### src/rtl/awmt_divider.sv
// Iterative 33-bit by 33-bit remainder unit, one quotient bit per cycle.
// No dependencies.
`default_nettype none
module awmt_divider (
   input  wire logic        clock,
   input  wire logic        reset,
   input  wire logic        start,
   input  wire logic [32:0] dividend,
   input  wire logic [32:0] divisor,
   output logic             done,
   output logic [31:0]      remainder
);
   logic [32:0] num_ff, num_in;
   logic [33:0] rem_ff, rem_in;
   logic [32:0] div_ff, div_in;
   logic [5:0]  cnt_ff, cnt_in;
   logic        run_ff, run_in;
   logic        done_ff, done_in;
   logic [33:0] shifted;

   // Restoring division step: shift in one dividend bit, subtract if it fits.
   always_comb begin
      num_in  = num_ff;
      rem_in  = rem_ff;
      div_in  = div_ff;
      cnt_in  = cnt_ff;
      run_in  = run_ff;
      done_in = 1'b0;
      shifted = {rem_ff[32:0], num_ff[32]};
      if (start) begin
         num_in = dividend;
         div_in = divisor;
         rem_in = '0;
         cnt_in = 6'd33;
         run_in = 1'b1;
      end else if (run_ff) begin
         num_in = {num_ff[31:0], 1'b0};
         if (shifted >= {1'b0, div_ff}) rem_in = shifted - {1'b0, div_ff};
         else rem_in = shifted;
         cnt_in = cnt_ff - 6'd1;
         if (cnt_ff == 6'd1) begin
            run_in  = 1'b0;
            done_in = 1'b1;
         end
      end
   end

   always_ff @(posedge clock) begin
      num_ff <= num_in;
      rem_ff <= rem_in;
      div_ff <= div_in;
      cnt_ff <= cnt_in;
      if (reset) begin
         run_ff  <= 1'b0;
         done_ff <= 1'b0;
      end else begin
         run_ff  <= run_in;
         done_ff <= done_in;
      end
   end

   assign done      = done_ff;
   assign remainder = rem_ff[31:0];
endmodule
`default_nettype wire

### config.mk
export PLATFORM = sky130hd
export DESIGN_NAME = awmt_divider
export DESIGN_NICKNAME = d
export VERILOG_FILES = /design/src/rtl/awmt_divider.sv
export SDC_FILE = /design/constraint.sdc
export NUM_CORES = 1
export LEC_CHECK = 0
export ABC_AREA = 1
export BUFFER_PORTS_ARGS = -buffer_cell sky130_fd_sc_hd__buf_4
export CAP_MARGIN = 10
export CORE_ASPECT_RATIO = 0.5
export CORE_MARGIN = 4
export CORE_UTILIZATION = 40
export CTS_CLUSTER_SIZE = 16
export DETAILED_ROUTE_END_ITERATION = 10
export PLACE_DENSITY = 0.56
export REMOVE_ABC_BUFFERS = 1
export SYNTH_ARGS = -nofsm -noshare
export SYNTH_HDL_FRONTEND = slang
export SYNTH_SLANG_ARGS = --single-unit
### constraint.sdc
create_clock -name clock -period 3.7 [get_ports clock]
set_input_delay 0.74 -clock clock [delete_from_list [all_inputs] [get_ports clock]]
set_output_delay 0.74 -clock clock [all_outputs]
set_load 0.01 [all_outputs]
**Word level (Yosys, flattened, before mapping)**

Cells that the tools add are included.

- Add/subtract/negate cells: 2
- Multiply operators: 0
- Divide/modulo/power cells: 0
- Order comparisons: 1
- Equal/unequal tests: 1
- Shifts and indexed selects: 0
- Multiplexer cells: 7
- Bitwise operators: 1
- Reduce and logical (&&, ||, !) cells: 2

Operators with widths:

| cell | count |
|---|---|
| 2-to-1 mux 33 bit | 3 |
| >= comparator 34 x 33 -> 1 bit | 1 |
| subtractor 33 bit | 1 |
| equality test 6 x 1 -> 1 bit (second input constant) | 1 |
| subtractor 6 x 1 -> 6 bit (second input constant) | 1 |
| 2-to-1 mux 1 bit | 4 |
| OR reduction 3 bit | 1 |
| nonzero test 2 bit | 1 |
| inverter 1 bit | 1 |

- Flip-flop bits (word level): 107
- Bits in latches: 0
- Memory bits (writable): 0
- Bits in read-only memories: 0
- Input port bits: 69
- Output and inout bits: 33
- Word-level logic and storage cells: 20
- Memories: 0

**Depth between registers and ports, before layout**

Gate-level depths: netlist (run 1).

- Depth in word-level cells: 4
- Mapped depth: 17

**Worst setup path before layout (run 1)**

Ideal clock, no wire load.

- Kind: input to register
- From: input start
- To: register num_ff[0], enable pin
- Setup time: 411 ps
- Arrival time: 2370 ps
- Data required time: 3289 ps
- Path slack: 919 ps
- Cell stages on the path: 4
- Path through: clkbuf_1 nor2_1 inv_1 clkbuf_1

- Longest elaborated chain between the ends: 1

RTL lines:

| item | RTL line | text |
|---|---|---|
| from (decl) | 7 | `input wire logic start,` |
| nonzero test 2 bit (no line) | - |  |
| to (signal assigned) | 49 | `num_ff <= num_in;` |
| to (decl) | 13 | `logic [32:0] num_ff, num_in;` |

No other way between the ends.
A chain may end at the register's enable or synchronous reset.

**Worst setup path in the final report (run 1)**

- From: register num_ff[32]
- To: register rem_ff[24]

- Longest elaborated chain between the ends: 2
- Elaborated cells on any way between the ends: 3
- Those cells by class: add/sub (1); order compare (1); mux (1)

RTL lines:

| item | RTL line | text |
|---|---|---|
| subtractor 33 bit or >= comparator 34 x 33 -> 1 bit (tied branches) | 38 | `if (shifted >= {1'b0, div_ff}) rem_in = shifted - {1'b0, div_ff};` |
| 2-to-1 mux 33 bit * | 38 |  |
| to (signal assigned) | 50 | `rem_ff <= rem_in;` |
| to (decl) | 14 | `logic [33:0] rem_ff, rem_in;` |

Mark *: on every way between the ends. The rest lies on a longest branch, timed or not.

==> results of run 1 <==
[per-stage QoR]
stage,utilization (%),setup slack (ns)
floorplan,-,0.9513
global placement,45.57,1.125
detailed placement,45.57,1.093
CTS,47.27,1.098
global route,47.27,0.8592
finish,47.27,1.103
[synth_stat cells, drive strengths merged]
master  count
o211ai      1
inv       188
nand2     431
clkinv      5
nand3b     14
nor3        4
nand3      87
o21bai      4
nor2       57
edfxtp     66
or2         2
xnor2      14
o21ai      16
buf        43
and2        7
a21oi      25
dfxtp      41
fa          1
ha         35
clkbuf     11
xor2        1
nand4      10
[final timing paths]
kind / end / slack, ns
max: rem_ff[24] / 1.10
max reg2reg: rem_ff[24] / 1.10
min reg2reg: cnt_ff[3] / 0.48
min: cnt_ff[3] / 0.48
[state kept, by name, summed over array words and instances, names as in the netlist]
| name | cells |
|---|---|
| cnt_ff | 6 |
| div_ff | 33 |
| done | 1 |
| num_ff | 33 |
| rem_ff | 33 |
| run_ff | 1 |
[cells in the final DEF, fill, tap and decap left out, drive strengths merged]
master,instances
nand4,10
nor2,57
a21oi,25
clkinv,5
xor2,1
edfxtp,66
nand2,431
o21bai,4
and2,7
nand3,87
nor3,4
clkinvlp,1
bufinv,1
inv,191
or2,2
nand3b,14
xnor2,14
o211ai,1
dfxtp,41
clkbuf,11
o21ai,16
fa,1
buf,104
ha,35
[tightest hold or removal path: cells and delay by family (launching register included)]
kind	cells	cell delay [ns]
AO/OA/AOI/OAI	1	0.05
flip-flops	1	0.32
AND/OR/NAND/NOR	1	0.06
[cells by family (layout without fill, tap and decap cells)]
logic type,Yosys count,after routing,share of synthesized area (%)
AOI/OAI and AO/OA,46,46,3.389
xor gates and xnor gates,15,15,1.779
adders and majority gates,36,36,6.201
buffers and inverters,247,313,14.91
DFF,107,107,37.95
and+or+nand+nor,612,612,35.77
[area by class of cell]
class	count	area, µm²	share of cell area [%]
clock inverter	5	68.82	0.8207
clock buffer	11	232.7	2.775
timing repair buffer	104	780.7	9.311
sequential	107	2803	33.42
tap	234	292.8	3.491
inverter	193	724.4	8.639
multi-input combinational	709	3483	41.54
[power breakdown]
group	switching [W]	internal [W]
clock	0.000476	0.000539
sequential	0.0000225	0.00135
combinational	0.000209	0.000135
total	0.000708	0.00202
[layer usage]
layer	GRT usage, %	part of all wire [%]
met4	3.535	0.76
met3	4.393	6.6
met5	0	0
met1	26.54	51
met2	27.28	42
==> impl_metrics.yaml, run 1 <==
floorplan:
  die_area_mm2: 0.02083
  start_util_pct: 41.63
  core_region_area_mm2: 0.01774
  rows: 34
  dieWidth_um: 200.2
  ioPinCount: 102
  die_height_um: 104.1
clocking:
  cts_made_buffers: 9
  post_cts.repair.setup_buffers: 0
  clk_pin_slew_ns: 0.07
  htree_num_levels: 3
  cts_tree: "done"
  clockRootBuffer: "clkbuf_16"
  insertion_delay_ns: 0.36
  clockBufferDepth: 2
  clock_sinks: 107
  postCtsResizedCells: 0
  hold_buffers: 0
layout:
  diodes: 0
  layout.nets: 1229
  fin_area_mm2: 0.008386
  flow.area_growth_from_synthesis_pct: 13.55
  drive_gt1_share_pct: 14.26
  nFillCells: 1863
  fin_cells: 1363
yosys:
  netlist_top_cells_area: "edfxtp_1, nand2_1, dfxtp_1, inv_1, ha_1"
  synth_top_area_share_pct: 26.84
  ys_warn_count: 0
  syn_area_per_cell_um2: 6.947
  ys_types: 36
  syn_inst: 1063
  synth_area_mm2: 0.007385
  synth_top_cell_by_area: "edfxtp_1"
  synth_seq_cells: 107
  synth_seq_area_share_pct: 37.95
detailed_routing:
  drt-vias-per-instance: 4.676
  vias: 6373
  drc: 0
  ant_nets: 0
  postRouteWirelength_um: 18890
  drt_iter0_drc: 382
  firstDrtPassIters: 5
  wire_per_inst_um: 13.86
grt:
  grt_max_degree: 72
  grt_pass1_vias: 6109
  gr-usage-all-layers_pct: 18.12
  grt_pass1_wl_um: 30740
  grt-ovfl-total: 0
  antenna_found_initial: 0
worst_setup_path:
  cp.arrival_ns: 2.90
  path_cells: "inv_1, ha_1, inv_1, fa_1, nand3_1, nand3_2, nand2_2, nand2_2, nand2_4, nand2_8, nand2_1, nand3_1, nand2_1"
  cp_slowest_cell: "fa_1"
  cp_data_required_time_ns: 4.01
  crit_type: "reg2reg"
  critical-path-top-delay-family: "simple AND/OR/NAND/NOR gates"
  slowest_delay_ns: 0.44
  path_buf_inv: 2
  reg2reg_depth: 13
  cp.depth: 13
  crit_fanout: 35
  crit_start: "num_ff[32]"
  reg2reg_from: "num_ff[32]"
  cp-start-kind: "register"
  critPathCaptureType: "register"
sta:
  hold_viol_final: 0
  rsz0062_at_grt: "false"
  period_needed_ns: 2.597
  fmaxAchievable_mhz: 385.1
  slew_violations: 0
  whs_ns: 0.4801
  clock_skew_ns: 0.009370
  slew_headroom_pct: 43.37
  tns_ns: 0
  setup_viol: 0
  worstMarginPinSlew_ns: 0.8494
  fin_crit_sh_pct: 70.19
worst_hold_path:
  hp-class: "reg2reg"
  worst_hold_path.num_cells: 2
  min-delay-start: "cnt_ff[3]"
pwr:
  p_per_area_mw_per_mm2: 325.8
  ir_drop_mv: 0.1848
  total_power_w: 0.002732
  p_leak_nw: 4.515
placed_design:
  hpwl_um: 14390
  post_dp_cell_area_mm2: 0.008084
  placedCellCount: 1347
  place.gp.congestion: 0.9610
  port_buffers: 101
run:
  maxCapViolCount: 0
outcome:
  outcome: "finished clean"
No activity file was read; power rests on OpenSTA's default activity.
==> run 2, diff against run 1 <==
--- a/config.mk
+++ b/config.mk
@@ -13,7 +13,7 @@
 export CORE_UTILIZATION = 40
 export CTS_CLUSTER_SIZE = 16
 export DETAILED_ROUTE_END_ITERATION = 10
-export PLACE_DENSITY = 0.56
+export PLACE_DENSITY = 0.58
 export REMOVE_ABC_BUFFERS = 1
 export SYNTH_ARGS = -nofsm -noshare
 export SYNTH_HDL_FRONTEND = slang
==> constraint.sdc (replaced) <==
create_clock -name clock -period 2.2 [get_ports clock]
set_input_delay 0.44 -clock clock [delete_from_list [all_inputs] [get_ports clock]]
set_output_delay 0.44 -clock clock [all_outputs]
set_load 0.01 [all_outputs]
==> run 2 against run 1 <==
Largest power group unchanged; combinational power grew 110%; non-clock buffer count grew 77; largest cell class unchanged; sequential power grew 69%; the flow now finishes with violations (setup timing); cell count grew 5.8%; global-route usage grew 1.1 points.
==> impl_metrics.yaml, run 2 (synthesized netlist as in run 1, its figures left out) <==
outcome:
  outcome: "finished with violations"
  violations: "setup timing"
worst_setup_path:
  cp_slowest_cell: "fa_2"
  crit_end: "rem_ff[30]"
  path_buf_inv: 5
  cp.arrival_ns: 2.46
  crit_fanout: 8
  rrSetupSlack_ns: -0.0003
  cp_data_required_time_ns: 2.46
  cp-start-kind: "register"
  slowest_delay_ns: 0.40
  cp.depth: 16
  reg2reg_to: "rem_ff[30]"
  crit_start: "num_ff[32]"
  reg2reg_from: "num_ff[32]"
  critPathCaptureType: "register"
  critical-path-top-delay-family: "simple AND/OR/NAND/NOR gates"
  crit_type: "reg2reg"
  path_cells: "inv_2, ha_4, inv_2, fa_2, nand3_2, nand3_2, nand2_2, nand2_4, nand2_8, buf_12, buf_12, nand3_2, nand2_1, inv_1, nand2_1, nand2_1"
  reg2reg_depth: 16
sta:
  fin_crit_sh_pct: 100.0
  fmaxAchievable_mhz: 454.5
  slew_headroom_pct: 60.30
  worstMarginPinSlew_ns: 0.5947
  setup_viol: 1
  whs_ns: 0.2442
  slew_violations: 0
  hold_viol_final: 0
  period_needed_ns: 2.200
  clock_skew_ns: 0.01296
  tns_ns: -0.0003366
  rsz0062_at_grt: "true"
  final.setup.worst_slack_ns: -0.0003366
grt:
  grt_pass1_vias: 6512
  grt_pass1_wl_um: 32800
  grt_max_degree: 42
  antenna_found_initial: 0
  gr-usage-all-layers_pct: 19.21
  grt-ovfl-total: 0
layout:
  drive_gt1_share_pct: 26.32
  fin_area_mm2: 0.009623
  layout_common_cells: "nand2_1, inv_1, buf_4"
  layout.nets: 1308
  flow.area_growth_from_synthesis_pct: 30.31
  diodes: 0
  reg.largest.list: "div_ff x33, num_ff x33, rem_ff x33"
  regArea_mm2: 0.002804
  nFillCells: 1750
  multi_input_area_mm2: 0.003956
  final_common_cell: "nand2_1"
  fin_cells: 1442
clocking:
  cts_tree: "done"
  clk_pin_slew_ns: 0.09
  clockRootBuffer: "clkbuf_16"
  clockBufferDepth: 2
  htree_num_levels: 3
  clock_sinks: 107
  cts_made_buffers: 9
  insertion_delay_ns: 0.36
worst_hold_path:
  hp-class: "in2reg"
detailed_routing:
  wire_per_inst_um: 15.03
  ant_nets: 0
  drt_iter0_drc: 429
  postRouteWirelength_um: 21680
  drc: 0
  vias: 6751
  firstDrtPassIters: 5
  drt-vias-per-instance: 4.682
pwr:
  power_switching_w: 0.001341
  pwr-share-clk_pct: 37.5
  p_per_area_mw_per_mm2: 506.4
  total_power_w: 0.004873
  seqPwrFrac_pct: 47.4
  ir_drop_mv: 0.4191
  comb_power_share_pct: 15.1
  p_int_w: 0.003532
  switching_share_pct: 27.52
  p_leak_nw: 5.027
floorplan:
  die_height_um: 104.1
  die_area_mm2: 0.02083
  core_region_area_mm2: 0.01774
  ioPinCount: 102
  dieWidth_um: 200.2
  rows: 34
  start_util_pct: 41.63
placed_design:
  port_buffers: 101
  post_dp_cell_area_mm2: 0.008610
  placedCellCount: 1412
  place.gp.congestion: 0.9536
  hpwl_um: 15640
run:
  maxCapViolCount: 0
-- run 2: changes by cell type in the layout (fill, tap and decap cells not counted), sizes merged --
cell      delta
buf         +75
inv          +2
nand2        +2
clkinv       +1
clkinvlp     -1
-- run 2: repair_timing --
item                                    CTS  global route
pin swaps                                 1            26
endpoints found under the setup margin   33            33
gates resized for setup                   8            93
setup buffers                             0             9
cloned                                    0             5
hold buffers                              0             0
-- run 2: power groups by stage --
stage	Clock, W	Combinational [W]	Sequential, W
final	0.00183	0.000734	0.00231
after global routing	0.00197	0.000815	0.00232
after CTS	0.00188	0.000655	0.00231
after detailed placement	0	0.000649	0.00235
after global placement	0	0.000642	0.00235
after floorplan	0	0.000348	0.00235
-- run 2: through the flow --
| stage | utilization, % | setup WS [ns] |
|---|---|---|
| 2_1_floorplan | - | -0.2487 |
| 5_1_grt | 54.25 | -0.1445 |
| 3_5_place_dp | 48.53 | -0.2337 |
| 6_report | 54.25 | -0.0003366 |
| 4_1_cts | 50.56 | 0.01461 |
| 3_3_place_gp | 48.53 | -0.1557 |
-- run 2: layer usage --
metal	part of all wire, %	routed length [µm]	track usage, %	up-vias
met5	0	0	0	-
met4	1.4	295	3.289	0
met3	6.2	1348	5.202	15
met2	43	9286	30.05	140
met1	50	10750	27.07	3063
li1	-	-	-	3533
-- run 2: final cells by class --
class / instances / share of cell area [%]
multi-input combinational: 711 / 41.11
timing repair buffer: 181 / 15.69
inverter: 193 / 7.528
sequential: 107 / 29.14
clock inverter: 7 / 1.144
tap: 234 / 3.043
clock buffer: 9 / 2.340
-- run 2: worst register-to-register path: cells and delay by family, from the launching register on --
| family | cells | cell delay [ns] |
|---|---|---|
| fa+ha+maj | 2 | 0.52 |
| buf+inv | 5 | 0.48 |
| flops | 1 | 0.39 |
| simple gates | 9 | 0.71 |
-- run 2: worst min-delay path by stage --
stage / from / to / slack [ns] / cells after the start
2_1_floorplan: cnt_ff[2] / cnt_ff[2] / 0.44 / 1
3_3_place_gp: cnt_ff[3] / cnt_ff[3] / 0.46 / 2
3_5_place_dp: cnt_ff[3] / cnt_ff[3] / 0.47 / 2
4_1_cts: reset / done / 0.24 / 2
5_1_grt: divisor[16] / div_ff[16] / 0.23 / 1
6_report: reset / done / 0.24 / 2
==> run 3, diff against run 2 <==
--- a/config.mk
+++ b/config.mk
@@ -13,7 +13,7 @@
 export CORE_UTILIZATION = 40
 export CTS_CLUSTER_SIZE = 16
 export DETAILED_ROUTE_END_ITERATION = 10
-export PLACE_DENSITY = 0.58
+export PLACE_DENSITY = 0.56
 export REMOVE_ABC_BUFFERS = 1
 export SYNTH_ARGS = -nofsm -noshare
 export SYNTH_HDL_FRONTEND = slang
==> constraint.sdc (replaced) <==
create_clock -name clock -period 2.05 [get_ports clock]
set_input_delay 0.41 -clock clock [delete_from_list [all_inputs] [get_ports clock]]
set_output_delay 0.41 -clock clock [all_outputs]
set_load 0.01 [all_outputs]
==> run 3 against run 2 <==
The flow still finishes with violations (setup timing); largest cell class unchanged; clock skew is 0.00093 ns lower; cell count is 4.9% higher; critical path depth is 3 lower; register-to-register slack worse by 0.05 ns; largest power group unchanged.
==> impl_metrics.yaml, run 3 (synthesized netlist as in run 1, its figures left out) <==
layout:
  final_common_cell: "nand2_1"
  drive_gt1_share_pct: 38.18
  fin_area_mm2: 0.01073
  reg.largest.list: "div_ff x33, num_ff x33, rem_ff x33"
  diodes: 0
  fin_util_pct: 60.50
  flow.area_growth_from_synthesis_pct: 45.34
  layout.nets: 1378
  layout_common_cells: "nand2_1, buf_4, inv_1"
floorplan:
  start_util_pct: 41.63
  die_height_um: 104.1
  core_region_area_mm2: 0.01774
  die_area_mm2: 0.02083
  dieWidth_um: 200.2
  rows: 34
  ioPinCount: 102
clocking:
  htree_num_levels: 3
  hold_buffers: 0
  clock_sinks: 107
  clockRootBuffer: "clkbuf_16"
  clk_pin_slew_ns: 0.08
  insertion_delay_ns: 0.38
  cts_tree: "done"
  clockBufferDepth: 2
  cts_made_buffers: 9
grt:
  antenna_found_initial: 0
  grt_pass1_wl_um: 36380
  grt_max_degree: 54
  grt_pass1_vias: 6905
  grt-ovfl-total: 0
  gr-usage-all-layers_pct: 21.86
detailed_routing:
  drc: 0
  drt-vias-per-instance: 4.731
  wire_per_inst_um: 15.18
  drt_iter0_drc: 595
  firstDrtPassIters: 5
  ant_nets: 0
  postRouteWirelength_um: 22960
  vias: 7153
sta:
  worstMarginPinSlew_ns: 0.3326
  slew_headroom_pct: 77.83
  clock_skew_ns: 0.01202
  slew_violations: 0
  setup_viol: 32
  period_needed_ns: 2.105
  fin_crit_sh_pct: 102.7
  hold_viol_final: 0
  fmaxAchievable_mhz: 475.1
  rsz0062_at_grt: "true"
  final.setup.worst_slack_ns: -0.05483
worst_hold_path:
  hp-class: "in2reg"
pwr:
  power_switching_w: 0.001506
  ir_drop_mv: 0.4323
  p_int_w: 0.003871
  p_leak_nw: 5.585
  seqPwrFrac_pct: 46.1
  comb_power_share_pct: 17.2
  switching_share_pct: 28.01
  pwr-share-clk_pct: 36.7
  p_per_area_mw_per_mm2: 500.9
placed_design:
  hpwl_um: 16320
  pre_cts_ws_ns: -0.1521
  place.gp.congestion: 0.9215
  port_buffers: 101
  post_dp_cell_area_mm2: 0.009000
worst_setup_path:
  cp_slowest_cell: "edfxtp_1"
  critical-path-top-delay-family: "simple AND/OR/NAND/NOR gates"
  cp_data_required_time_ns: 2.32
  cp.arrival_ns: 2.38
  crit_fanout: 8
  path_cells: "inv_1, ha_1, nand2_4, nor2_4, nand2_1, nor2_2, buf_6, nand2_8, buf_12, nand2_8, nand3_2, nand2_1, nand2_1"
  cp-start-kind: "register"
  path_buf_inv: 3
  critPathCaptureType: "register"
  cpMostUsedCell: "nand2_1"
  crit_type: "reg2reg"
  slowest_delay_ns: 0.33
outcome:
  outcome: "finished with violations"
  violations: "setup timing"
run:
  maxCapViolCount: 0
==> run 3: changes by cell type in the layout (fill, tap and decap cells not counted), sizes merged <==
cell    change
nand2       +1
buf        +71
clkbuf      -2
==> run 3: timing repair <==
action | 4_1_cts | 5_1_grt
cloned | 5 | 0
setup endpoints to repair | 33 | 33
pin swaps | 19 | 61
setup buffers | 18 | 9
hold endpoints to repair | 0 | 0
resized for setup | 102 | 135
==> run 3: routing by layer <==
layer,vias to the layer above,wire length [µm],track usage (%)
met5,-,0,0
met2,159,9804,32.53
li1,3672,-,-
met1,3301,11410,31.59
met4,0,306,5.498
met3,21,1439,5.701
==> run 3: power by group through the flow <==
stage	registers, W	clock network (W)	logic [W]
6_report	0.00248	0.00197	0.000924
5_1_grt	0.00250	0.00212	0.00102
4_1_cts	0.00248	0.00204	0.000848
3_5_place_dp	0.00253	0	0.000755
3_3_place_gp	0.00252	0	0.000746
2_1_floorplan	0.00252	0	0.000374
==> run 3: path summary, 6_finish.rpt <==
check,from,end,slack (ns),cells past startpoint
hold / removal,reset,done,0.20,2
setup / recovery,div_ff[22],rem_ff[28],-0.05,13
setup reg to reg,div_ff[22],rem_ff[28],-0.05,13
hold reg to reg,cnt_ff[2],cnt_ff[2],0.48,1
==> run 3: area by class of cell <==
type	instances	area (µm²)
repair buffers	250	2086
multi-input cells	712	4484
clock inverters	7	117.6
clock buffers	9	225.2
fillers	1652	7007
inverters	193	724.4
flip-flops and latches	107	2803
well taps	234	292.8
==> run 3: per-stage QoR <==
stage	std cells	setup TNS [ns]	total power [W]	hold slack, ns
CTS	1503	-0.1997	0.005366	0.1778
global route	1512	-4.244	0.005633	0.1815
global placement	1464	-3.115	0.003271	0.4652
detailed placement	1464	-3.241	0.003280	0.4732
finish	1512	-0.8984	0.005377	0.1957
floorplan	1009	-16.10	0.002892	0.4435
